==> src/ctb_pkg.sv <==
// ----------------------------------------------------------------------------
// ctb_pkg
// Shared types and constants for the cursor text buffer: capacity, field
// widths, request and status codes, and the beat payload structs.
// ----------------------------------------------------------------------------
package ctb_pkg;

  localparam int CAPACITY = 256;
  localparam int ADDR_W   = $clog2(CAPACITY);
  localparam int CNT_W    = ADDR_W + 1;

  localparam int REQ_W  = 3;
  localparam int CHAR_W = 8;
  localparam int IDX_W  = 8;
  localparam int POS_W  = 9;
  localparam int STAT_W = 2;

  localparam logic [REQ_W-1:0] REQ_INSERT   = 3'd0;
  localparam logic [REQ_W-1:0] REQ_DELETE   = 3'd1;
  localparam logic [REQ_W-1:0] REQ_FORWARD  = 3'd2;
  localparam logic [REQ_W-1:0] REQ_BACKWARD = 3'd3;
  localparam logic [REQ_W-1:0] REQ_START    = 3'd4;
  localparam logic [REQ_W-1:0] REQ_END      = 3'd5;
  localparam logic [REQ_W-1:0] REQ_READ     = 3'd6;

  localparam logic [STAT_W-1:0] ST_OK    = 2'd0;
  localparam logic [STAT_W-1:0] ST_FULL  = 2'd1;
  localparam logic [STAT_W-1:0] ST_RANGE = 2'd2;

  typedef struct packed {
    logic [REQ_W-1:0]  req_type;
    logic [CHAR_W-1:0] char_in;
    logic [IDX_W-1:0]  read_index;
  } in_item_t;

  typedef struct packed {
    logic [POS_W-1:0]  cursor_pos;
    logic [POS_W-1:0]  text_length;
    logic [CHAR_W-1:0] read_char;
    logic [STAT_W-1:0] status;
  } out_item_t;

  typedef struct packed {
    logic              en;
    logic [ADDR_W-1:0] addr;
    logic [CHAR_W-1:0] data;
  } mem_wr_t;

endpackage

==> src/ctb_ram.sv <==
// ----------------------------------------------------------------------------
// ctb_ram
// Generic simple dual-port RAM: one write port, one registered read port.
// ----------------------------------------------------------------------------
module ctb_ram #(
  parameter int DEPTH = 256,
  parameter int AW    = 8,
  parameter int DW    = 8
) (
  input  logic          clk,
  input  logic          we,
  input  logic [AW-1:0] waddr,
  input  logic [DW-1:0] wdata,
  input  logic [AW-1:0] raddr,
  output logic [DW-1:0] rdata
);

  logic [DW-1:0] mem [DEPTH];

  always_ff @(posedge clk) begin
    if (we) begin
      mem[waddr] <= wdata;
    end
    rdata <= mem[raddr];
  end

endmodule

==> src/ctb_ctrl.sv <==
// ----------------------------------------------------------------------------
// ctb_ctrl
// Request sequencer: holds cursor and length, runs the one-entry-per-cycle
// shift loop through the RAM ports, and forms the result beat.
// ----------------------------------------------------------------------------
module ctb_ctrl (
  input  logic                            clk,
  input  logic                            rst_n,
  input  logic                            in_valid,
  output logic                            in_ready,
  input  ctb_pkg::in_item_t               in_item,
  output ctb_pkg::mem_wr_t                mem_wr,
  output logic [ctb_pkg::ADDR_W-1:0]      mem_raddr,
  input  logic [ctb_pkg::CHAR_W-1:0]      mem_rdata,
  output logic                            res_valid,
  input  logic                            res_take,
  output ctb_pkg::out_item_t              res
);

  typedef enum logic [2:0] {
    S_IDLE,
    S_SHIFT_UP,
    S_SHIFT_DN,
    S_PUT_CH,
    S_RD_WAIT,
    S_DONE
  } state_t;

  state_t                        state_r, state_nxt;
  logic [ctb_pkg::CNT_W-1:0]     cur_r, cur_nxt;
  logic [ctb_pkg::CNT_W-1:0]     len_r, len_nxt;
  logic [ctb_pkg::CNT_W-1:0]     rem_r, rem_nxt;
  logic [ctb_pkg::ADDR_W-1:0]    ra_r, ra_nxt;
  logic [ctb_pkg::ADDR_W-1:0]    pa_r, pa_nxt;
  logic                          pend_r, pend_nxt;
  logic [ctb_pkg::CHAR_W-1:0]    ch_r, ch_nxt;
  ctb_pkg::out_item_t            res_r, res_nxt;

  logic                          finish;
  logic [ctb_pkg::CHAR_W-1:0]    rd_v;
  logic [ctb_pkg::STAT_W-1:0]    st_v;

  assign in_ready  = (state_r == S_IDLE);
  assign res_valid = (state_r == S_DONE);
  assign res       = res_r;

  always_comb begin
    state_nxt = state_r;
    cur_nxt   = cur_r;
    len_nxt   = len_r;
    rem_nxt   = rem_r;
    ra_nxt    = ra_r;
    pa_nxt    = pa_r;
    pend_nxt  = pend_r;
    ch_nxt    = ch_r;
    res_nxt   = res_r;
    mem_wr    = '0;
    mem_raddr = ra_r;
    finish    = 1'b0;
    rd_v      = '0;
    st_v      = ctb_pkg::ST_OK;

    case (state_r)
      S_IDLE: begin
        mem_raddr = ctb_pkg::ADDR_W'(in_item.read_index);
        if (in_valid) begin
          case (in_item.req_type)
            ctb_pkg::REQ_INSERT: begin
              if (len_r >= ctb_pkg::CNT_W'(ctb_pkg::CAPACITY)) begin
                st_v   = ctb_pkg::ST_FULL;
                finish = 1'b1;
              end else begin
                ch_nxt    = in_item.char_in;
                rem_nxt   = len_r - cur_r;
                ra_nxt    = ctb_pkg::ADDR_W'(len_r - 1'b1);
                pend_nxt  = 1'b0;
                state_nxt = S_SHIFT_UP;
              end
            end
            ctb_pkg::REQ_DELETE: begin
              if (cur_r < len_r) begin
                rem_nxt   = len_r - cur_r - 1'b1;
                ra_nxt    = ctb_pkg::ADDR_W'(cur_r + 1'b1);
                pend_nxt  = 1'b0;
                state_nxt = S_SHIFT_DN;
              end else begin
                finish = 1'b1;
              end
            end
            ctb_pkg::REQ_FORWARD: begin
              if (cur_r < len_r) begin
                cur_nxt = cur_r + 1'b1;
              end
              finish = 1'b1;
            end
            ctb_pkg::REQ_BACKWARD: begin
              if (cur_r != '0) begin
                cur_nxt = cur_r - 1'b1;
              end
              finish = 1'b1;
            end
            ctb_pkg::REQ_START: begin
              cur_nxt = '0;
              finish  = 1'b1;
            end
            ctb_pkg::REQ_END: begin
              cur_nxt = len_r;
              finish  = 1'b1;
            end
            ctb_pkg::REQ_READ: begin
              if (ctb_pkg::CNT_W'(in_item.read_index) < len_r) begin
                state_nxt = S_RD_WAIT;
              end else begin
                st_v   = ctb_pkg::ST_RANGE;
                finish = 1'b1;
              end
            end
            default: begin
              finish = 1'b1;
            end
          endcase
        end
      end

      S_SHIFT_UP: begin
        // write lands one above the entry read last cycle
        if (pend_r) begin
          mem_wr.en   = 1'b1;
          mem_wr.addr = pa_r + 1'b1;
          mem_wr.data = mem_rdata;
        end
        if (rem_r != '0) begin
          pend_nxt = 1'b1;
          pa_nxt   = ra_r;
          ra_nxt   = ra_r - 1'b1;
          rem_nxt  = rem_r - 1'b1;
        end else begin
          pend_nxt  = 1'b0;
          state_nxt = S_PUT_CH;
        end
      end

      S_PUT_CH: begin
        mem_wr.en   = 1'b1;
        mem_wr.addr = ctb_pkg::ADDR_W'(cur_r);
        mem_wr.data = ch_r;
        cur_nxt     = cur_r + 1'b1;
        len_nxt     = len_r + 1'b1;
        finish      = 1'b1;
      end

      S_SHIFT_DN: begin
        if (pend_r) begin
          mem_wr.en   = 1'b1;
          mem_wr.addr = pa_r - 1'b1;
          mem_wr.data = mem_rdata;
        end
        if (rem_r != '0) begin
          pend_nxt = 1'b1;
          pa_nxt   = ra_r;
          ra_nxt   = ra_r + 1'b1;
          rem_nxt  = rem_r - 1'b1;
        end else begin
          pend_nxt = 1'b0;
          len_nxt  = len_r - 1'b1;
          finish   = 1'b1;
        end
      end

      S_RD_WAIT: begin
        rd_v   = mem_rdata;
        finish = 1'b1;
      end

      S_DONE: begin
        if (res_take) begin
          state_nxt = S_IDLE;
        end
      end

      default: begin
        state_nxt = S_IDLE;
      end
    endcase

    if (finish) begin
      state_nxt           = S_DONE;
      res_nxt.cursor_pos  = ctb_pkg::POS_W'(cur_nxt);
      res_nxt.text_length = ctb_pkg::POS_W'(len_nxt);
      res_nxt.read_char   = rd_v;
      res_nxt.status      = st_v;
    end
  end

  always_ff @(posedge clk) begin
    if (!rst_n) begin
      state_r <= S_IDLE;
      cur_r   <= '0;
      len_r   <= '0;
      rem_r   <= '0;
      pend_r  <= 1'b0;
    end else begin
      state_r <= state_nxt;
      cur_r   <= cur_nxt;
      len_r   <= len_nxt;
      rem_r   <= rem_nxt;
      pend_r  <= pend_nxt;
    end
    ra_r  <= ra_nxt;
    pa_r  <= pa_nxt;
    ch_r  <= ch_nxt;
    res_r <= res_nxt;
  end

  a_len_cap: assert property (@(posedge clk) disable iff (!rst_n)
    len_r <= ctb_pkg::CNT_W'(ctb_pkg::CAPACITY))
    else $error("length beyond capacity");

  a_cur_len: assert property (@(posedge clk) disable iff (!rst_n)
    cur_r <= len_r)
    else $error("cursor beyond length");

  a_no_idle_write: assert property (@(posedge clk) disable iff (!rst_n)
    (state_r == S_IDLE || state_r == S_DONE || state_r == S_RD_WAIT) |-> !mem_wr.en)
    else $error("store written outside an edit");

  a_res_hold: assert property (@(posedge clk) disable iff (!rst_n)
    (res_valid && !res_take) |=> (res_valid && $stable(res_r)))
    else $error("pending result changed before it was taken");

endmodule

==> src/cursor_text_buffer.sv <==
// ----------------------------------------------------------------------------
// cursor_text_buffer
// Fixed-capacity character store with a cursor and a length.
// ----------------------------------------------------------------------------
// Usage:
//   in_valid/in_ready/in_data carry one request beat (req_type, char_in,
//   read_index). out_valid/out_ready/out_data carry one result beat per
//   request (cursor_pos, text_length, read_char, status).
//   Sequencer states from acceptance to the result in the output register:
//     moves, refused insert, delete at end, read beyond length: S_DONE
//     read: S_RD_WAIT, S_DONE
//     insert: S_SHIFT_UP, S_PUT_CH, S_DONE; delete: S_SHIFT_DN, S_DONE
//   The shift loop moves one entry per cycle through the single read and
//   single write port of the text RAM, so an edit near the start of a full
//   buffer moves about CAPACITY entries. in_ready is high only while the
//   sequencer is idle; one request is in work at a time.
//   Reset (rst_n low, synchronous) clears cursor, length and the output
//   register; the store itself is not cleared, only written entries are read.
//   If the receiver stalls, the result waits in the output register while the
//   next request is taken; a second result then waits in the sequencer until
//   the register drains.
// ----------------------------------------------------------------------------
module cursor_text_buffer (
  input  logic               clk,
  input  logic               rst_n,
  input  logic               in_valid,
  output logic               in_ready,
  input  ctb_pkg::in_item_t  in_data,
  output logic               out_valid,
  input  logic               out_ready,
  output ctb_pkg::out_item_t out_data
);

  ctb_pkg::mem_wr_t               mem_wr;
  logic [ctb_pkg::ADDR_W-1:0]     mem_raddr;
  logic [ctb_pkg::CHAR_W-1:0]     mem_rdata;

  logic                           res_valid;
  logic                           res_take;
  ctb_pkg::out_item_t             res;

  logic                           out_valid_r;
  ctb_pkg::out_item_t             out_data_r;
  logic                           slot_free;

  // sequencer: cursor/length state and shift loop
  ctb_ctrl u_ctrl (
    .clk       (clk),
    .rst_n     (rst_n),
    .in_valid  (in_valid),
    .in_ready  (in_ready),
    .in_item   (in_data),
    .mem_wr    (mem_wr),
    .mem_raddr (mem_raddr),
    .mem_rdata (mem_rdata),
    .res_valid (res_valid),
    .res_take  (res_take),
    .res       (res)
  );

  // text store, one write and one registered read per cycle
  ctb_ram #(
    .DEPTH (ctb_pkg::CAPACITY),
    .AW    (ctb_pkg::ADDR_W),
    .DW    (ctb_pkg::CHAR_W)
  ) u_ram (
    .clk   (clk),
    .we    (mem_wr.en),
    .waddr (mem_wr.addr),
    .wdata (mem_wr.data),
    .raddr (mem_raddr),
    .rdata (mem_rdata)
  );

  // output register: loads when empty or when the current beat leaves
  assign slot_free = !out_valid_r || out_ready;
  assign res_take  = res_valid && slot_free;

  always_ff @(posedge clk) begin
    if (!rst_n) begin
      out_valid_r <= 1'b0;
    end else if (slot_free) begin
      out_valid_r <= res_valid;
    end
    if (res_take) begin
      out_data_r <= res;
    end
  end

  assign out_valid = out_valid_r;
  assign out_data  = out_data_r;

endmodule
==> config.mk <==
export PLATFORM = sky130hd
export DESIGN_NAME = cursor_text_buffer
export DESIGN_NICKNAME = d
export VERILOG_FILES = /design/src/ctb_pkg.sv /design/src/ctb_ram.sv /design/src/ctb_ctrl.sv /design/src/cursor_text_buffer.sv
export SDC_FILE = /design/constraint.sdc
export NUM_CORES = 2
export LEC_CHECK = 0
export BUFFER_PORTS_ARGS = -buffer_cell sky130_fd_sc_hd__buf_2
export CAP_MARGIN = 20
export CORE_AREA = 2 2 387 389
export CTS_CLUSTER_SIZE = 14
export DETAILED_ROUTE_END_ITERATION = 8
export DIE_AREA = 0 0 389 391
export GPL_ROUTABILITY_DRIVEN = 0
export PLACE_DENSITY = 0.76
export SYNTH_ARGS = -nofsm -noshare
export SYNTH_HDL_FRONTEND = slang
export SYNTH_SLANG_ARGS = --single-unit
==> constraint.sdc <==
create_clock -name clk -period 8.2 [get_ports clk]
set_clock_uncertainty 0.1 [all_clocks]
set_input_delay 0 -clock clk [delete_from_list [all_inputs] [get_ports clk]]
set_output_delay 0 -clock clk [all_outputs]
set_load 0.03 [all_outputs]
=== Word level (Yosys, flattened, before mapping) ===
Memory sizes are Yosys's and may differ from the RTL's. A register that Yosys moved wholly into a read port is not among the register bits.
Index checks and enable logic that the tools add are counted.

* Add/sub/neg operators: 11
* $lt $le $gt $ge: 3
* Equality and inequality tests: 30
* Mux-type cells: 51
* Bitwise gates (word level): 3
* Reduce and logical (&&, ||, !) cells: 21

{| class="wikitable"
|+ Operator list
! kind !! count
|-
| 9-bit two-way mux || 8
|-
| 9-bit one-hot mux with 2 select lines || 4
|-
| 17-bit one-hot mux with 3 select lines || 1
|-
| 8-bit two-way mux || 6
|-
| 9-bit one-hot mux with 4 select lines || 1
|-
| 9-bit by 1-bit subtractor with 9-bit output (second input constant) || 4
|-
| 17-bit two-way mux || 2
|-
| 8-bit one-hot mux with 3 select lines || 1
|-
| 3-bit two-way mux || 7
|-
| 9-bit by 1-bit adder with 9-bit output (second input constant) || 2
|-
| 9-bit nonzero test || 2
|-
| 8-bit by 1-bit adder with 8-bit output (second input constant) || 2
|-
| 8-bit one-hot mux with 2 select lines || 1
|-
| 8-bit AND reduction || 2
|-
| 8-bit by 1-bit subtractor with 8-bit output (second input constant) || 2
|-
| 3-bit == test (second input constant) || 5
|-
| 3-bit by 2-bit == test with 1-bit output (second input constant) || 4
|-
| 1-bit two-way mux || 12
|-
| 3-bit by 2-bit inequality test with 1-bit output (second input constant) || 4
|-
| 3-bit one-hot mux with 4 select lines || 1
|-
| 2-bit by 1-bit inequality test with 1-bit output (second input constant) || 5
|-
| 9-bit greater-or-equal comparator (second input constant) || 1
|-
| 8-bit by 9-bit < comparator with 1-bit output || 1
|-
| 9-bit < comparator || 1
|-
| other kinds (28) || 40
|}

* Register bits after elaboration: 112
* Memory bits (writable): 2,048
* Bits of input ports: 23
* Output and inout bits: 30
* Word-level logic and storage cells: 138
* Memories kept: 1

{| class="wikitable"
|+ Memory list
! name !! depth !! width !! rd ports !! clocked after Yosys merged registers in !! wr ports !! line !! RTL
|-
| u_ram.mem || 256 || 8 || 1 || 1 || 1 || ctb_ram.sv:18 || <nowiki>logic [DW-1:0] mem [DEPTH];</nowiki>
|}

=== Logic depth before layout (Yosys ltp) ===
* Depth in word-level cells: 7
* Gate-level depth with buffers: 15

=== Cells and area by module ===
Synthesis repeated with hierarchy kept, for this count alone.

* Cells, all modules: 4,521
* Area total of the unflattened synthesis: 86,874.6 um2

{| class="wikitable"
|+ Modules (own cells, without submodules)
! module !! instances !! cells an instance !! area each (um2)
|-
| ctb_ram || 1 || 3,733 || 79,556.3
|-
| ctb_ctrl || 1 || 756 || 6,429.9
|-
| cursor_text_buffer || 1 || 32 || 888.4
|}

=== Worst setup path before layout ===
No wires, ideal clock.

* Path type: reg-to-reg
* From: reg u_ctrl.state_r[1]
* To: mem u_ram.mem[0][0] (data pin)
* Arrival: 5.188 ns
* Data required time: 7.234 ns
* Path slack: 2.046 ns
* Cell stages (with the launch flop): 10
* Clock period less this slack: 6.154 ns
* Path through: dfxtp_1 buf_6 buf_4 inv_1 nor2_1 and2_0 clkbuf_1 clkbuf_1 buf_1 a22o_1

{| class="wikitable"
|+ RTL lines
! item !! line !! RTL
|-
| start, declared || ctb_ctrl.sv:29 || <nowiki>state_t state_r, state_nxt;</nowiki>
|-
| start signal, assigned || ctb_ctrl.sv:203 || <nowiki>state_r <= state_nxt;</nowiki>
|-
| end, declared || ctb_ram.sv:18 ||
|}

=== Final worst setup path ===
* From: reg u_ctrl.state_r[2]
* To: reg u_ram.rdata[0] (read register of u_ram.mem)

* Word-level cells in the longest chain between the ends: 2

{| class="wikitable"
|+ RTL lines
! item !! line !! RTL
|-
| 3-bit zero test || ctb_ctrl.sv:63 || <nowiki>case (state_r)</nowiki>
|-
| 8-bit two-way mux || ctb_ctrl.sv:63 ||
|-
| end, declared || ctb_ram.sv:15 || <nowiki>output logic [DW-1:0] rdata</nowiki>
|}

Every way passes these cells.
A chain may end at the register's enable or synchronous reset.

==> summary.md <==
| Metric | Value |
|---|---|
| DRT Pass-1 Iters | 9 |
| Power share of the clock group | 26.4% |
| Netlist cell types | 90 |
| GRT Total Usage | between 30% and 40% |
| Status | finished, violations left |
| Antenna-violating nets left | 0 |
| Number of H-tree levels | 4 |
| Synthesized area | 88,430 um2 |
| Crit Path Class | flop to flop |
| Min Tclk post-route | 6.164 ns |
| Layout cells sized above 1 | 8.829% |
| RSZ-0062 raised after global routing | no |
| Reg area | 64,700 um2 |
| Root Buffer | clkbuf_16 |
| Num rows | 142 |
| Die X | 389 um |
| DRC | 0 |
| Commonest non-fill, non-tap cell in the layout | edfxtp_1 |
| Global-route wire length before repair | 374,800 um |
| Pwr/cell area | 355.9 nW/um2 |
| Slew margin rel. | -1.807% |
| Total CTS buffers | 201 |
| Net load switching power | 13.43 mW |
| Area of the core | approximately 150,000 um2 |
| Initial core utilization | between 50% and 60% |
| Crit-path max FO | 40 |
| Die H | between 300 and 400 um |
| Largest net degree at the start of global routing | 245 |
| Vias per cell | 6.801 |
| Final Cycle Share | 75.17% |
| 1st-iter DRT viols | 10,810 |
| Worst-margin pin slew | around 1.5 ns |
| Top FF cell, synth | edfxtp_1 |
| Crit path required time | 8.84 ns |
| Area of the multi-input gates | ~22,000 um2 |
| CP Data Arrival Time | 6.80 ns |
| Post-synth EDFFs | 2,128 |
| Port-buffer cells | between 50 and 60 |
| Most frequent cells in the layout | 2,128 x edfxtp_1, 1,573 x nand2_1, 399 x nand3_1 |
| Switching share of total power | 38.79% |
| TritonCTS clock tree | yes |
| Final net count | 6,551 |
| Final-report hold violation count | 0 |
| Cts repair resizes | 0 |
| Part of the power in registers | 36.9% |
| CP endpoint kind | flop |
| Synth Register Bits | ~2,200 |
| Post-Synthesis Cells | 6,491 |
| Final TNS setup | 0 ns |
| Synth Warn # | 0 |
| Final non-filler cell area | 97,300 um2 |
| Wire per inst | 30.21 um |
| # IOs | 53 |
| Placed cell area | 90,460 um2 |
| Final setup violation count | 0 |
| Fill cells | 9,966 |
| Final WL | 260,400 um |
| Async set-reset flop share out of synthesis | 0% |
| Via count | 58,620 |
| Syn avg cell area | 13.62 um2 |
| Die area | 152,100 um2 |
| Sequential share of the synthesized area | 73.16% |
| Half-perimeter wire length after placement | about 150,000 um |
| Reg clk slew, reported paths | 0.06 ns |
| Syn_nets | 6,547 |
| Layout Area Growth over Synthesis | 10.03% |
| Vias in the first global route | 54,830 |
| Int Pwr | 21.20 mW |
| Startpoint Class | flop |
| Grt total ovfl | 0 |
| Failing checks | slew limit |
| Worst IR Drop VDD | about 0.38 mV |
| Leakage power | about 32 nW |
| Antenna violations before repair | 11 |
| Fmax | 162.2 MHz |
| Hold Path Class | input pin to flop |
| Sink Count | 2,168 |
| Combinational Power Share | 36.6% |
| Smallest hold slack | 0.1185 ns |
| CTS max path bufs | 3 |
| Worst-Skew Late Latency | 0.85 ns |
| Max-cap violations | 0 |
| Slew Limit Fails | 92 |
-- state kept, by name, indices dropped and copies added (netlist names), 8 cells and up --
register / cells
u_ram.mem: 2048
u_ctrl.cur_r: 9
u_ctrl.rem_r: 9
out_data: 28
u_ctrl.pa_r: 8
u_ctrl.len_r: 9
u_ctrl.ch_r: 8
u_ctrl.ra_r: 8
u_ctrl.res: 28
u_ram.rdata: 8
-- critical path, stage by stage (launching register included) --
cell and delay [ns]:
dfxtp_1 0.53, or3_1 0.49, inv_2 0.59, mux2i_4 0.73
buf_4 0.54, or2_1 0.87, a31oi_1 0.14, nand4_1 0.20
nand4_1 0.57, a221oi_1 0.51, nand4_1 0.15, dlygate4sd3_1 0.60
-- kinds of logic (layout without fill, tap and decap cells) --
| group | after synthesis | count (layout) | synth area share (%) |
|---|---|---|---|
| adders and majority gates | 33 | 33 | 0.4839 |
| muxes | 202 | 202 | 3.316 |
| and+or+nand+nor | 2736 | 2736 | 13.40 |
| xor gates and xnor gates | 50 | 50 | 0.4952 |
| other | 0 | 5 | 0 |
| buffers and inverters | 450 | 630 | 2.441 |
| AOI/OAI and AO/OA | 852 | 852 | 6.696 |
| DFF | 2168 | 2168 | 73.16 |
-- power groups by stage --
stage / registers, mW / clock network (mW) / logic, mW
after floorplan: 12.9 / 0 / 7.93
after global placement: 13.0 / 0 / 11.8
after detailed placement: 13.0 / 0 / 12.1
after CTS: 12.8 / 9.13 / 12.2
after global routing: 12.8 / 9.56 / 13.2
final: 12.8 / 9.15 / 12.7
-- metrics by stage --
step                cells  total power [mW]  utilization, %  setup slack (ns)
floorplan            6491             20.87               -             2.046
global placement     8189             24.84           60.88             2.348
global route         8615             35.56           65.50             2.057
CTS                  8606             34.09           65.43             2.378
detailed placement   8193             25.07           60.90             2.395
finish               8620             34.63           65.51             2.036
-- cells in the mapped netlist, types with 12 or more instances --
library cell | number | area share [%]
inv_1 | 32 | 0.14
a311oi_1 | 86 | 0.85
nand2b_1 | 23 | 0.16
nand4_1 | 58 | 0.41
nand2_1 | 1573 | 6.7
o2111ai_1 | 53 | 0.52
nand3_1 | 399 | 2.3
buf_2 | 213 | 1.2
o211ai_1 | 24 | 0.20
o21ai_0 | 93 | 0.53
clkbuf_1 | 131 | 0.56
nor4_1 | 27 | 0.19
a22oi_1 | 31 | 0.26
a221oi_1 | 17 | 0.17
a211oi_1 | 51 | 0.43
dfxtp_1 | 40 | 0.91
a31oi_1 | 157 | 1.1
xnor2_1 | 41 | 0.41
o22ai_1 | 60 | 0.42
and2_1 | 29 | 0.21
mux2i_1 | 126 | 1.4
and3_1 | 190 | 1.3
nor2_1 | 358 | 1.5
a41oi_1 | 12 | 0.12
buf_4 | 19 | 0.16
a32oi_1 | 19 | 0.19
buf_6 | 13 | 0.17
a21oi_1 | 134 | 0.76
ha_1 | 31 | 0.44
mux4_2 | 72 | 1.8
buf_1 | 37 | 0.16
edfxtp_1 | 2128 | 72
nor3_1 | 24 | 0.14
-- worst paths after layout --
kind                      from  cells past startpoint  slack, ns         endpoint
max          u_ctrl.state_r[2]                     11       2.04   u_ram.rdata[0]
min                      rst_n                      4       0.12  u_ctrl.rem_r[7]
min reg2reg     u_ctrl.res[18]                      0       0.32     out_data[18]
max reg2reg  u_ctrl.state_r[2]                     11       2.04   u_ram.rdata[0]
-- final cells by class --
cell class	instances	share of cell area (%)
clock buffer	255	5.452
inverter	34	0.1312
sequential	2168	66.49
tap	1944	2.500
timing repair buffer	217	1.904
clock inverter	124	1.116
antenna	5	0.01286
multi-input combinational	3873	22.39
-- per-layer routing --
metal,up-vias,track usage [%],share of wire (%)
met5,-,0,0.042
li1,24400,-,-
met4,14,18.97,6.3
met3,851,10.50,15
met1,28460,45.48,35
met2,4893,49.59,44
-- repair_timing --
action	4_1_cts	5_1_grt
setup buffers	0	0
hold endpoints to repair	116	0
hold buffers	34	0
No activity file was read; power rests on OpenSTA's default activity.
